==> config.mk <==
export PLATFORM = sky130hd
export DESIGN_NAME = packet_rule_classifier
export DESIGN_NICKNAME = d
export VERILOG_FILES = /design/src/hdl/prc_pkg.sv /design/src/hdl/prc_front.sv /design/src/hdl/prc_cmd_fifo.sv /design/src/hdl/prc_back.sv /design/src/hdl/packet_rule_classifier.sv
export SDC_FILE = /design/constraint.sdc
export NUM_CORES = 1
export LEC_CHECK = 0
export BUFFER_PORTS_ARGS = -buffer_cell sky130_fd_sc_hd__buf_2
export CELL_PAD_IN_SITES_DETAIL_PLACEMENT = 0
export CELL_PAD_IN_SITES_GLOBAL_PLACEMENT = 1
export CORE_ASPECT_RATIO = 1.5
export CORE_UTILIZATION = 40
export CTS_BUF_LIST = sky130_fd_sc_hd__clkbuf_8 sky130_fd_sc_hd__clkbuf_16
export DETAILED_ROUTE_END_ITERATION = 10
export PLACE_DENSITY_LB_ADDON = 0.1
export SETUP_SLACK_MARGIN = 0.3
export SLEW_MARGIN = 20
export SYNTH_ARGS = -nofsm -noshare
export SYNTH_HDL_FRONTEND = slang
export SYNTH_SLANG_ARGS = --single-unit
==> constraint.sdc <==
create_clock -name clk -period 6.2 [get_ports clk]
set_clock_uncertainty 0.15 [all_clocks]
set_input_delay 0.93 -clock clk [delete_from_list [all_inputs] [get_ports clk]]
set_output_delay 0.93 -clock clk [all_outputs]
set_load 0.01 [all_outputs]
==> src/hdl/prc_pkg.sv <==
// Shared types, constants and sizes for the packet rule classifier.
`timescale 1ns / 1ps
package prc_pkg;

	// Table sizes
	localparam int RULE_ENTRIES      = 16;
	localparam int BLACKLIST_ENTRIES = 16;

	localparam int RULE_IDX_W = (RULE_ENTRIES > 1) ? $clog2(RULE_ENTRIES) : 1;
	localparam int BL_IDX_W   = (BLACKLIST_ENTRIES > 1) ? $clog2(BLACKLIST_ENTRIES) : 1;
	localparam int RULE_CNT_W = $clog2(RULE_ENTRIES + 1);
	localparam int BL_CNT_W   = $clog2(BLACKLIST_ENTRIES + 1);
	localparam int SCAN_W     = (RULE_CNT_W > BL_CNT_W) ? RULE_CNT_W : BL_CNT_W;

	// Command queue between front and back
	localparam int CMDQ_DEPTH = 2;
	localparam int CMDQ_PTR_W = (CMDQ_DEPTH > 1) ? $clog2(CMDQ_DEPTH) : 1;
	localparam int CMDQ_CNT_W = $clog2(CMDQ_DEPTH + 1);

	// Item kinds
	localparam logic KIND_RULE   = 1'b0;
	localparam logic KIND_PACKET = 1'b1;

	// Rule types
	localparam logic [2:0] RT_HIGH_RISK   = 3'd0;
	localparam logic [2:0] RT_BLOCK_ADDR  = 3'd1;
	localparam logic [2:0] RT_BLOCK_PROTO = 3'd2;
	localparam logic [2:0] RT_BLOCK_PORT  = 3'd3;
	localparam logic [2:0] RT_ALLOW_PORT  = 3'd4;
	localparam logic [2:0] RT_ALLOW_PROTO = 3'd5;

	// Reason codes
	localparam logic [3:0] RC_NONE         = 4'd0;
	localparam logic [3:0] RC_NO_MATCH     = 4'd1;
	localparam logic [3:0] RC_RISK         = 4'd2;
	localparam logic [3:0] RC_ADDR         = 4'd3;
	localparam logic [3:0] RC_PROTO        = 4'd4;
	localparam logic [3:0] RC_PORT_BLOCKED = 4'd5;
	localparam logic [3:0] RC_PORT_OK      = 4'd6;
	localparam logic [3:0] RC_PROTO_OK     = 4'd7;
	localparam logic [3:0] RC_LISTED       = 4'd8;
	localparam logic [3:0] RC_AUTO_LISTED  = 4'd9;

	// Risk thresholds
	localparam logic [3:0] RISK_HIGH_MAX  = 4'd7;
	localparam logic [3:0] RISK_THREAT_LO = 4'd8;
	localparam logic [3:0] RISK_THREAT_HI = 4'd9;
	localparam logic [3:0] RISK_CRITICAL  = 4'd10;

	// Classified item as handed from front to back
	typedef struct packed {
		logic        kind;
		logic [2:0]  rule_type;
		logic [31:0] rule_operand;
		logic [31:0] source_address;
		logic [1:0]  protocol_code;
		logic [15:0] dest_port;
		logic        risk_high;   // risk above 7
		logic        threat;      // risk 8 or 9
		logic        critical;    // risk 10 and above
	} cmd_t;

	typedef struct packed {
		logic empty;
		logic full;
	} cmdq_status_t;

	typedef struct packed {
		logic       verdict;
		logic [3:0] reason_code;
		logic       threat_flag;
		logic       rule_accepted;
		logic       blacklist_overflow;
	} result_t;

	typedef enum logic [1:0] {
		ST_IDLE,
		ST_BL_SCAN,
		ST_RULE_SCAN,
		ST_FINISH
	} state_t;

endpackage

==> src/hdl/prc_front.sv <==
// Front end: accepts items, classifies packet risk and hands them to the command queue.
`timescale 1ns / 1ps
module prc_front import prc_pkg::*; (
	input  logic         clk,
	input  logic         arst_n,
	input  logic         push,
	output logic         full,
	input  logic         kind,
	input  logic [2:0]   rule_type,
	input  logic [31:0]  rule_operand,
	input  logic [31:0]  source_address,
	input  logic [1:0]   protocol_code,
	input  logic [15:0]  dest_port,
	input  logic [3:0]   risk_level,
	input  cmdq_status_t q_status,
	output logic         q_push,
	output cmd_t         q_data
);

	logic valid_s1;
	cmd_t cmd_s1;
	logic accept;

	assign full   = valid_s1 && q_status.full;
	assign accept = push && !full;
	assign q_push = valid_s1 && !q_status.full;
	assign q_data = cmd_s1;

	always_ff @(posedge clk or negedge arst_n) begin
		if (!arst_n) begin
			valid_s1 <= 1'b0;
		end else begin
			valid_s1 <= accept || (valid_s1 && q_status.full);
		end
	end

	always_ff @(posedge clk) begin
		if (accept) begin
			cmd_s1.kind           <= kind;
			cmd_s1.rule_type      <= rule_type;
			cmd_s1.rule_operand   <= rule_operand;
			cmd_s1.source_address <= source_address;
			cmd_s1.protocol_code  <= protocol_code;
			cmd_s1.dest_port      <= dest_port;
			cmd_s1.risk_high      <= risk_level > RISK_HIGH_MAX;
			cmd_s1.threat         <= (risk_level == RISK_THREAT_LO) ||
			                         (risk_level == RISK_THREAT_HI);
			cmd_s1.critical       <= risk_level >= RISK_CRITICAL;
		end
	end

endmodule

==> src/hdl/prc_cmd_fifo.sv <==
// Short command queue that decouples the front end from the back end.
`timescale 1ns / 1ps
module prc_cmd_fifo import prc_pkg::*; (
	input  logic         clk,
	input  logic         arst_n,
	input  logic         wr_en,
	input  cmd_t         wr_data,
	input  logic         rd_en,
	output cmd_t         rd_data,
	output cmdq_status_t status
);

	cmd_t                  mem_q [CMDQ_DEPTH];
	logic [CMDQ_PTR_W-1:0] wr_ptr_q;
	logic [CMDQ_PTR_W-1:0] rd_ptr_q;
	logic [CMDQ_CNT_W-1:0] cnt_q;
	logic                  do_wr;
	logic                  do_rd;

	assign status.empty = (cnt_q == '0);
	assign status.full  = (cnt_q == CMDQ_CNT_W'(CMDQ_DEPTH));
	assign do_wr        = wr_en && !status.full;
	assign do_rd        = rd_en && !status.empty;
	assign rd_data      = mem_q[rd_ptr_q];

	function automatic logic [CMDQ_PTR_W-1:0] ptr_inc(input logic [CMDQ_PTR_W-1:0] p);
		ptr_inc = (p == CMDQ_PTR_W'(CMDQ_DEPTH - 1)) ? '0 : p + 1'b1;
	endfunction

	always_ff @(posedge clk or negedge arst_n) begin
		if (!arst_n) begin
			wr_ptr_q <= '0;
			rd_ptr_q <= '0;
			cnt_q    <= '0;
		end else begin
			if (do_wr) begin
				wr_ptr_q <= ptr_inc(wr_ptr_q);
			end
			if (do_rd) begin
				rd_ptr_q <= ptr_inc(rd_ptr_q);
			end
			if (do_wr && !do_rd) begin
				cnt_q <= cnt_q + 1'b1;
			end else if (do_rd && !do_wr) begin
				cnt_q <= cnt_q - 1'b1;
			end
		end
	end

	always_ff @(posedge clk) begin
		if (do_wr) begin
			mem_q[wr_ptr_q] <= wr_data;
		end
	end

endmodule

==> src/hdl/prc_back.sv <==
// Back end: rule table and blacklist memories, scan sequencer and result register.
`timescale 1ns / 1ps
module prc_back import prc_pkg::*; (
	input  logic         clk,
	input  logic         arst_n,
	input  cmdq_status_t q_status,
	input  cmd_t         q_data,
	output logic         q_pop,
	input  logic         pop,
	output logic         empty,
	output result_t      result
);

	state_t state_q, state_d;

	cmd_t                  cur_q;
	logic [RULE_CNT_W-1:0] rule_cnt_q;
	logic [BL_CNT_W-1:0]   bl_cnt_q;
	logic [SCAN_W-1:0]     idx_q;
	logic                  cmp_vld_q;
	logic                  listed_q;
	logic                  verdict_q;
	logic [3:0]            reason_q;
	logic                  accepted_q;
	logic                  res_valid_q;
	result_t               res_q;

	// memories
	logic [2:0]  rule_type_mem_q [RULE_ENTRIES];
	logic [31:0] rule_op_mem_q   [RULE_ENTRIES];
	logic [31:0] bl_mem_q        [BLACKLIST_ENTRIES];
	logic [2:0]  rule_type_rd_q;
	logic [31:0] rule_op_rd_q;
	logic [31:0] bl_rd_q;

	logic    fetch;
	logic    bl_issue;
	logic    rule_issue;
	logic    scan_done;
	logic    res_load;
	logic    rule_we;
	logic    bl_insert;
	logic    rule_full;
	logic    bl_full;
	logic    rule_hit;
	logic    rule_block;
	logic [3:0] rule_reason;
	result_t fin_res;

	assign rule_full = (rule_cnt_q == RULE_CNT_W'(RULE_ENTRIES));
	assign bl_full   = (bl_cnt_q == BL_CNT_W'(BLACKLIST_ENTRIES));
	assign q_pop     = fetch;
	assign empty     = !res_valid_q;
	assign result    = res_q;

	// sequencer
	always_comb begin
		state_d    = state_q;
		fetch      = 1'b0;
		bl_issue   = 1'b0;
		rule_issue = 1'b0;
		scan_done  = 1'b0;
		res_load   = 1'b0;
		unique case (state_q)
			ST_IDLE: begin
				if (!q_status.empty) begin
					fetch   = 1'b1;
					state_d = (q_data.kind == KIND_PACKET) ? ST_BL_SCAN : ST_FINISH;
				end
			end
			ST_BL_SCAN: begin
				bl_issue = idx_q < SCAN_W'(bl_cnt_q);
				if (!bl_issue && !cmp_vld_q) begin
					scan_done = 1'b1;
					state_d   = (listed_q || rule_cnt_q == '0) ? ST_FINISH : ST_RULE_SCAN;
				end
			end
			ST_RULE_SCAN: begin
				rule_issue = idx_q < SCAN_W'(rule_cnt_q);
				if (!rule_issue && !cmp_vld_q) begin
					scan_done = 1'b1;
					state_d   = ST_FINISH;
				end
			end
			ST_FINISH: begin
				res_load = !res_valid_q || pop;
				if (res_load) begin
					state_d = ST_IDLE;
				end
			end
			default: begin
				state_d = ST_IDLE;
			end
		endcase
	end

	always_ff @(posedge clk or negedge arst_n) begin
		if (!arst_n) begin
			state_q <= ST_IDLE;
		end else begin
			state_q <= state_d;
		end
	end

	// rule decoder on the registered read data
	always_comb begin
		rule_hit    = 1'b0;
		rule_block  = 1'b0;
		rule_reason = RC_NONE;
		unique case (rule_type_rd_q)
			RT_HIGH_RISK: begin
				rule_hit    = cur_q.risk_high;
				rule_block  = 1'b1;
				rule_reason = RC_RISK;
			end
			RT_BLOCK_ADDR: begin
				rule_hit    = rule_op_rd_q == cur_q.source_address;
				rule_block  = 1'b1;
				rule_reason = RC_ADDR;
			end
			RT_BLOCK_PROTO: begin
				rule_hit    = rule_op_rd_q == {30'd0, cur_q.protocol_code};
				rule_block  = 1'b1;
				rule_reason = RC_PROTO;
			end
			RT_BLOCK_PORT: begin
				rule_hit    = rule_op_rd_q == {16'd0, cur_q.dest_port};
				rule_block  = 1'b1;
				rule_reason = RC_PORT_BLOCKED;
			end
			RT_ALLOW_PORT: begin
				rule_hit    = rule_op_rd_q == {16'd0, cur_q.dest_port};
				rule_reason = RC_PORT_OK;
			end
			RT_ALLOW_PROTO: begin
				rule_hit    = rule_op_rd_q == {30'd0, cur_q.protocol_code};
				rule_reason = RC_PROTO_OK;
			end
			default: begin
				rule_hit = 1'b0;    // stored but inert
			end
		endcase
	end

	// final result; critical risk overrides the lookup and lists the source if room
	always_comb begin
		fin_res   = '0;
		bl_insert = 1'b0;
		if (cur_q.kind == KIND_RULE) begin
			fin_res.rule_accepted = accepted_q;
		end else begin
			fin_res.verdict     = listed_q ? 1'b1 : verdict_q;
			fin_res.reason_code = listed_q ? RC_LISTED : reason_q;
			fin_res.threat_flag = cur_q.threat;
			if (cur_q.critical) begin
				fin_res.verdict            = 1'b1;
				fin_res.reason_code        = RC_AUTO_LISTED;
				fin_res.blacklist_overflow = !listed_q && bl_full;
				bl_insert                  = res_load && !listed_q && !bl_full;
			end
		end
	end

	assign rule_we = fetch && (q_data.kind == KIND_RULE) && !rule_full;

	always_ff @(posedge clk or negedge arst_n) begin
		if (!arst_n) begin
			rule_cnt_q  <= '0;
			bl_cnt_q    <= '0;
			idx_q       <= '0;
			cmp_vld_q   <= 1'b0;
			res_valid_q <= 1'b0;
		end else begin
			cmp_vld_q <= bl_issue || rule_issue;
			if (fetch || scan_done) begin
				idx_q <= '0;
			end else if (bl_issue || rule_issue) begin
				idx_q <= idx_q + 1'b1;
			end
			if (rule_we) begin
				rule_cnt_q <= rule_cnt_q + 1'b1;
			end
			if (bl_insert) begin
				bl_cnt_q <= bl_cnt_q + 1'b1;
			end
			if (res_load) begin
				res_valid_q <= 1'b1;
			end else if (pop) begin
				res_valid_q <= 1'b0;
			end
		end
	end

	always_ff @(posedge clk) begin
		if (fetch) begin
			cur_q      <= q_data;
			accepted_q <= rule_we;
			listed_q   <= 1'b0;
			verdict_q  <= 1'b0;
			reason_q   <= (rule_cnt_q == '0) ? RC_NONE : RC_NO_MATCH;
		end else begin
			if (state_q == ST_BL_SCAN && cmp_vld_q && bl_rd_q == cur_q.source_address) begin
				listed_q <= 1'b1;
			end
			if (state_q == ST_RULE_SCAN && cmp_vld_q && rule_hit) begin
				verdict_q <= rule_block;
				reason_q  <= rule_reason;
			end
		end
		if (res_load) begin
			res_q <= fin_res;
		end
	end

	always_ff @(posedge clk) begin
		if (rule_we) begin
			rule_type_mem_q[rule_cnt_q[RULE_IDX_W-1:0]] <= q_data.rule_type;
			rule_op_mem_q[rule_cnt_q[RULE_IDX_W-1:0]]   <= q_data.rule_operand;
		end
		rule_type_rd_q <= rule_type_mem_q[idx_q[RULE_IDX_W-1:0]];
		rule_op_rd_q   <= rule_op_mem_q[idx_q[RULE_IDX_W-1:0]];
	end

	always_ff @(posedge clk) begin
		if (bl_insert) begin
			bl_mem_q[bl_cnt_q[BL_IDX_W-1:0]] <= cur_q.source_address;
		end
		bl_rd_q <= bl_mem_q[idx_q[BL_IDX_W-1:0]];
	end

	// checks
	a_rule_cnt_bound: assert property (@(posedge clk) disable iff (!arst_n)
		rule_cnt_q <= RULE_CNT_W'(RULE_ENTRIES))
		else $error("rule count beyond table size");

	a_bl_cnt_bound: assert property (@(posedge clk) disable iff (!arst_n)
		bl_cnt_q <= BL_CNT_W'(BLACKLIST_ENTRIES))
		else $error("blacklist count beyond store size");

	a_no_result_overwrite: assert property (@(posedge clk) disable iff (!arst_n)
		res_load |-> (!res_valid_q || pop))
		else $error("waiting result overwritten");

	a_rule_item_skips_scan: assert property (@(posedge clk) disable iff (!arst_n)
		(fetch && q_data.kind == KIND_RULE) |=> (state_q == ST_FINISH))
		else $error("rule item entered a scan");

	a_insert_only_critical: assert property (@(posedge clk) disable iff (!arst_n)
		bl_insert |-> (cur_q.kind == KIND_PACKET && cur_q.critical && !listed_q))
		else $error("blacklist insert without critical unlisted packet");

endmodule

==> src/hdl/packet_rule_classifier.sv <==
// Top level of the packet rule classifier: front end, command queue and back end.
`timescale 1ns / 1ps
// Packet rule classifier. Items come in through a queue-style port (push/full)
// and results leave through one (empty/pop), one result per item, in order.
// A rule item (kind 0) appends a rule to a 16-entry ordered table and reports
// rule_accepted; a packet item (kind 1) is checked against a 16-entry address
// blacklist and then against every rule, last match winning, default allow.
// Risk 8..9 raises threat_flag; risk 10 and up forces a block with reason
// auto-listed and adds the source address to the blacklist (overflow flagged
// when it is full). A rule item skips both scans. The back end reads one
// memory entry per cycle through a single registered read port per store,
// and the rule scan is skipped for a listed address or an empty table. An
// accepted item passes through the front register and the command queue
// before the back end fetches it.
// The front end and a two-entry command queue keep taking items while the
// back end scans and while a finished result waits to be popped.
module packet_rule_classifier import prc_pkg::*; (
	input  logic        clk,
	input  logic        arst_n,
	// input queue side
	input  logic        push,
	output logic        full,
	input  logic        kind,
	input  logic [2:0]  rule_type,
	input  logic [31:0] rule_operand,
	input  logic [31:0] source_address,
	input  logic [1:0]  protocol_code,
	input  logic [15:0] dest_port,
	input  logic [3:0]  risk_level,
	// result queue side
	output logic        empty,
	input  logic        pop,
	output logic        verdict,
	output logic [3:0]  reason_code,
	output logic        threat_flag,
	output logic        rule_accepted,
	output logic        blacklist_overflow
);

	cmdq_status_t q_status;
	logic         q_push;
	cmd_t         q_wr_data;
	logic         q_pop;
	cmd_t         q_rd_data;
	result_t      result;

	// front end: one item register plus risk classification
	prc_front u_front (
		.clk            (clk),
		.arst_n         (arst_n),
		.push           (push),
		.full           (full),
		.kind           (kind),
		.rule_type      (rule_type),
		.rule_operand   (rule_operand),
		.source_address (source_address),
		.protocol_code  (protocol_code),
		.dest_port      (dest_port),
		.risk_level     (risk_level),
		.q_status       (q_status),
		.q_push         (q_push),
		.q_data         (q_wr_data)
	);

	// decoupling queue between front and back
	prc_cmd_fifo u_cmd_fifo (
		.clk     (clk),
		.arst_n  (arst_n),
		.wr_en   (q_push),
		.wr_data (q_wr_data),
		.rd_en   (q_pop),
		.rd_data (q_rd_data),
		.status  (q_status)
	);

	// back end: table updates, blacklist and rule scans, result register
	prc_back u_back (
		.clk      (clk),
		.arst_n   (arst_n),
		.q_status (q_status),
		.q_data   (q_rd_data),
		.q_pop    (q_pop),
		.pop      (pop),
		.empty    (empty),
		.result   (result)
	);

	assign verdict            = result.verdict;
	assign reason_code        = result.reason_code;
	assign threat_flag        = result.threat_flag;
	assign rule_accepted      = result.rule_accepted;
	assign blacklist_overflow = result.blacklist_overflow;

endmodule
==> flow_summary.json <==
{
  "die_area_mm2": 0.141,
  "clockRootBuffer": "clkbuf_16",
  "finalSetupViolations": 0,
  "synthDominantCellAreaShare_pct": 75.6,
  "drtIter0Drc": 1929,
  "use_met3_pct": 2.42,
  "synth_nets": 2536,
  "finalCritPeriodShare_pct": 69.8,
  "setup_tns_ns": 0,
  "ant_nets": 0,
  "synthCells": 2420,
  "grt.total_usage_pct": 19.0,
  "cts-buffers-inserted": 146,
  "wl_mm": 131,
  "ys_seq_area_share_pct": 79.2,
  "fin_crit_ns": 4.33,
  "placed_cells": 4351,
  "crit_arrival_ns": 4.63,
  "path_cells": "inv_1 > ha_1 > o21ai_1 > clkinv_2 > nand2_1 > a31oi_2 > nand2_1 > nor2_4 > buf_4",
  "die_h_um": 459,
  "drc": 0,
  "fin_cells": 4625,
  "antenna_found_initial": 8,
  "grt_pass1_vias": 26800,
  "rr_worst_depth": 9,
  "synth_edf_count": 1405,
  "cts_buffer_depth": 3,
  "grt_start_max_net_pins": 149,
  "hpwl_mm": 75.5,
  "met2_usage_pct": 34.2,
  "synthesis.area_mm2": 0.0558,
  "die_width_um": 307,
  "crit_path_frequent_cell": "nand2_1",
  "first_pass_iters": 5,
  "ys.flop_type": "edfxtp_1",
  "synth.distinct_cells": 60,
  "cts-htree-levels": 4,
  "fmax_mhz": 231,
  "status": "finished, final reports clean",
  "grt_use_met1_pct": 23.3,
  "avgSynthCellArea_um2": 23.1,
  "grt_overflow_total": 0,
  "pin_count": 104,
  "max_stage_delay_ns": 0.72,
  "final_util_pct": 46.2,
  "power.density_mw_per_mm2": 466,
  "cts_tree": "done",
  "grt_pass1_wl_mm": 189,
  "cts.sinks": 1498,
  "top_usage_layer": "met2",
  "whs_ns": 0.167,
  "area_delta_synth_final_pct": 14.5,
  "drv_slew": 0,
  "hold_violations": 0,
  "power_uw": 29800,
  "async_flop_share_pct": 1.60,
  "vias": 24500,
  "hp-class": "input pin to flop",
  "yosys_warnings": 0,
  "drv_cap": 0,
  "drive_gt1_share_pct": 31.5,
  "worstSetupEndpointType": "flop",
  "start_kind": "flop",
  "critical_path_required_ns": 6.50,
  "place_congestion": 0.734,
  "tightest_slew_ns": 1.08,
  "grt_setup_unrepaired": "no",
  "num_rows": 167,
  "wire_per_inst_um": 28.4,
  "ys_ff_latch": 1498,
  "hold_path_depth": 1,
  "io_buffers": 102,
  "critPathKind": "flop to flop",
  "ir_drop_mv": 0.374,
  "slowest_stage": "nor2_4",
  "drt-vias-per-instance": 5.30,
  "core_mm2": 0.138,
  "initial_core_util_pct": 40.3,
  "cp_max_fo": 27,
  "slew_headroom_pct": 28.0,
  "final_nets": 2757,
  "yosys-top-cells-area": "edfxtp_1 (76%), mux4_2 (14%), dfxtp_1 (2.5%)",
  "clock_latency_ns": 0.79,
  "synth_top_cell_by_area": "edfxtp_1",
  "clkTransAtPathRegs_ns": 0.06,
  "p_leak_uw": 0.0203
}
routing by layer:
layer	vias to the layer above	part of all wire, %
met4	0	3.3
met1	13200	40
met3	194	3.2
met2	521	54
met5	-	0
li1	10600	-
flip-flops by register name (all words and copies together), names as in the netlist, 3 cells and up:
name / cells
u_back.reason_q: 3
u_back.rule_type_rd_q: 3
u_back.bl_cnt_q: 5
u_back.rule_op_mem_q: 512
u_back.bl_mem_q: 512
u_back.rule_type_mem_q: 48
u_back.rule_cnt_q: 5
u_front.q_data: 89
u_back.idx_q: 5
u_cmd_fifo.mem_q: 178
u_back.rule_op_rd_q: 32
u_back.cur_q: 54
u_back.result: 8
u_back.bl_rd_q: 32
cell usage in the layout, fill, tap and decap left out, types with 18 or more instances in the layout:
master,instances
a221oi_1,19
inv_1,57
buf_2,102
clkbuf_16,150
clkinv_2,28
xnor2_1,32
buf_4,71
nor2_1,18
nor2_4,25
xor2_1,30
dfrtp_1,19
edfxtp_1,1405
dfxtp_1,69
mux2_2,88
nand2_1,30
mux4_2,335
ha_1,22
worst paths after layout:
kind                               startpoint                            to  slack (ns)
min in group asynchronous              arst_n            u_back.res_valid_q        0.56
max in group asynchronous              arst_n               u_back.idx_q[1]        4.86
setup / recovery            u_back.state_q[0]  u_back.rule_op_mem_q[11][19]        1.87
setup reg to reg            u_back.state_q[0]  u_back.rule_op_mem_q[11][19]        1.87
hold / removal               rule_operand[30]            u_front.q_data[83]        0.17
hold reg to reg            u_front.q_data[14]       u_cmd_fifo.mem_q[1][14]        0.29
where the power goes:
| part | internal [uW] | switching [uW] |
|---|---|---|
| Sequential | 13200 | 1110 |
| Clock | 5070 | 3810 |
| Combinational | 2960 | 3680 |
| Total | 21200 | 8600 |
logic make-up after synthesis:
logic type / Yosys count / share of synthesized area, %
AND/OR/NAND/NOR: 174 / 1.66
adder cells (fa/ha/maj): 22 / 0.493
flip-flops: 1498 / 79.2
XOR/XNOR: 62 / 0.973
buffers and inverters: 134 / 0.987
multiplexers: 426 / 15.4
AO/OA/AOI/OAI: 104 / 1.37
critical path: cells and delay by family, from the launching register on:
family,cells,cell delay [ns]
AND/OR/NAND/NOR,3,1.28
buffers and inverters,3,1.12
AO/OA/AOI/OAI,2,0.74
flip-flops,1,0.43
adder cells (fa/ha/maj),1,0.24
synth_stat cells, drive strengths merged (4+ instances only):
cell type  count
edfxtp      1405
mux4         335
mux2          88
dfxtp         69
clkbuf        65
nor2          43
buf           40
xnor2         32
nand2         30
xor2          30
inv           28
dfrtp         24
ha            22
a221oi        19
nand2b        15
o21ai         15
nor2b         13
nor3          13
a21oi         12
nand4         11
nand3b        10
or3           10
nor4           9
a21o           6
o22ai          6
a211oi         5
a31oi          5
a21boi         4
a32oi          4
and2           4
nor3b          4
o21a           4
cell type report:
type                       instances  area [um^2]
antenna                            2         5.00
fill                           11600        74400
timing repair buffer             178         1130
sequential                      1498        44200
clock inverter                   105          862
multi-input combinational        788        11300
clock buffer                     166         3970
inverter                          29          110
tap                             1859         2330
stage by stage:
step,cell area [um^2],worst slack (ns)
2_1_floorplan,55800,1.17
3_3_place_gp,59100,1.85
3_5_place_dp,59100,1.77
4_1_cts,63900,1.76
5_1_grt,63900,1.59
6_report,63900,1.87
repair_timing:
item,CTS,global route
setup buffers,0,0
hold buffers,1,0
gates resized for setup,0,0
endpoints found under the hold margin,22,0
Power figures use the tool's default switching activity.
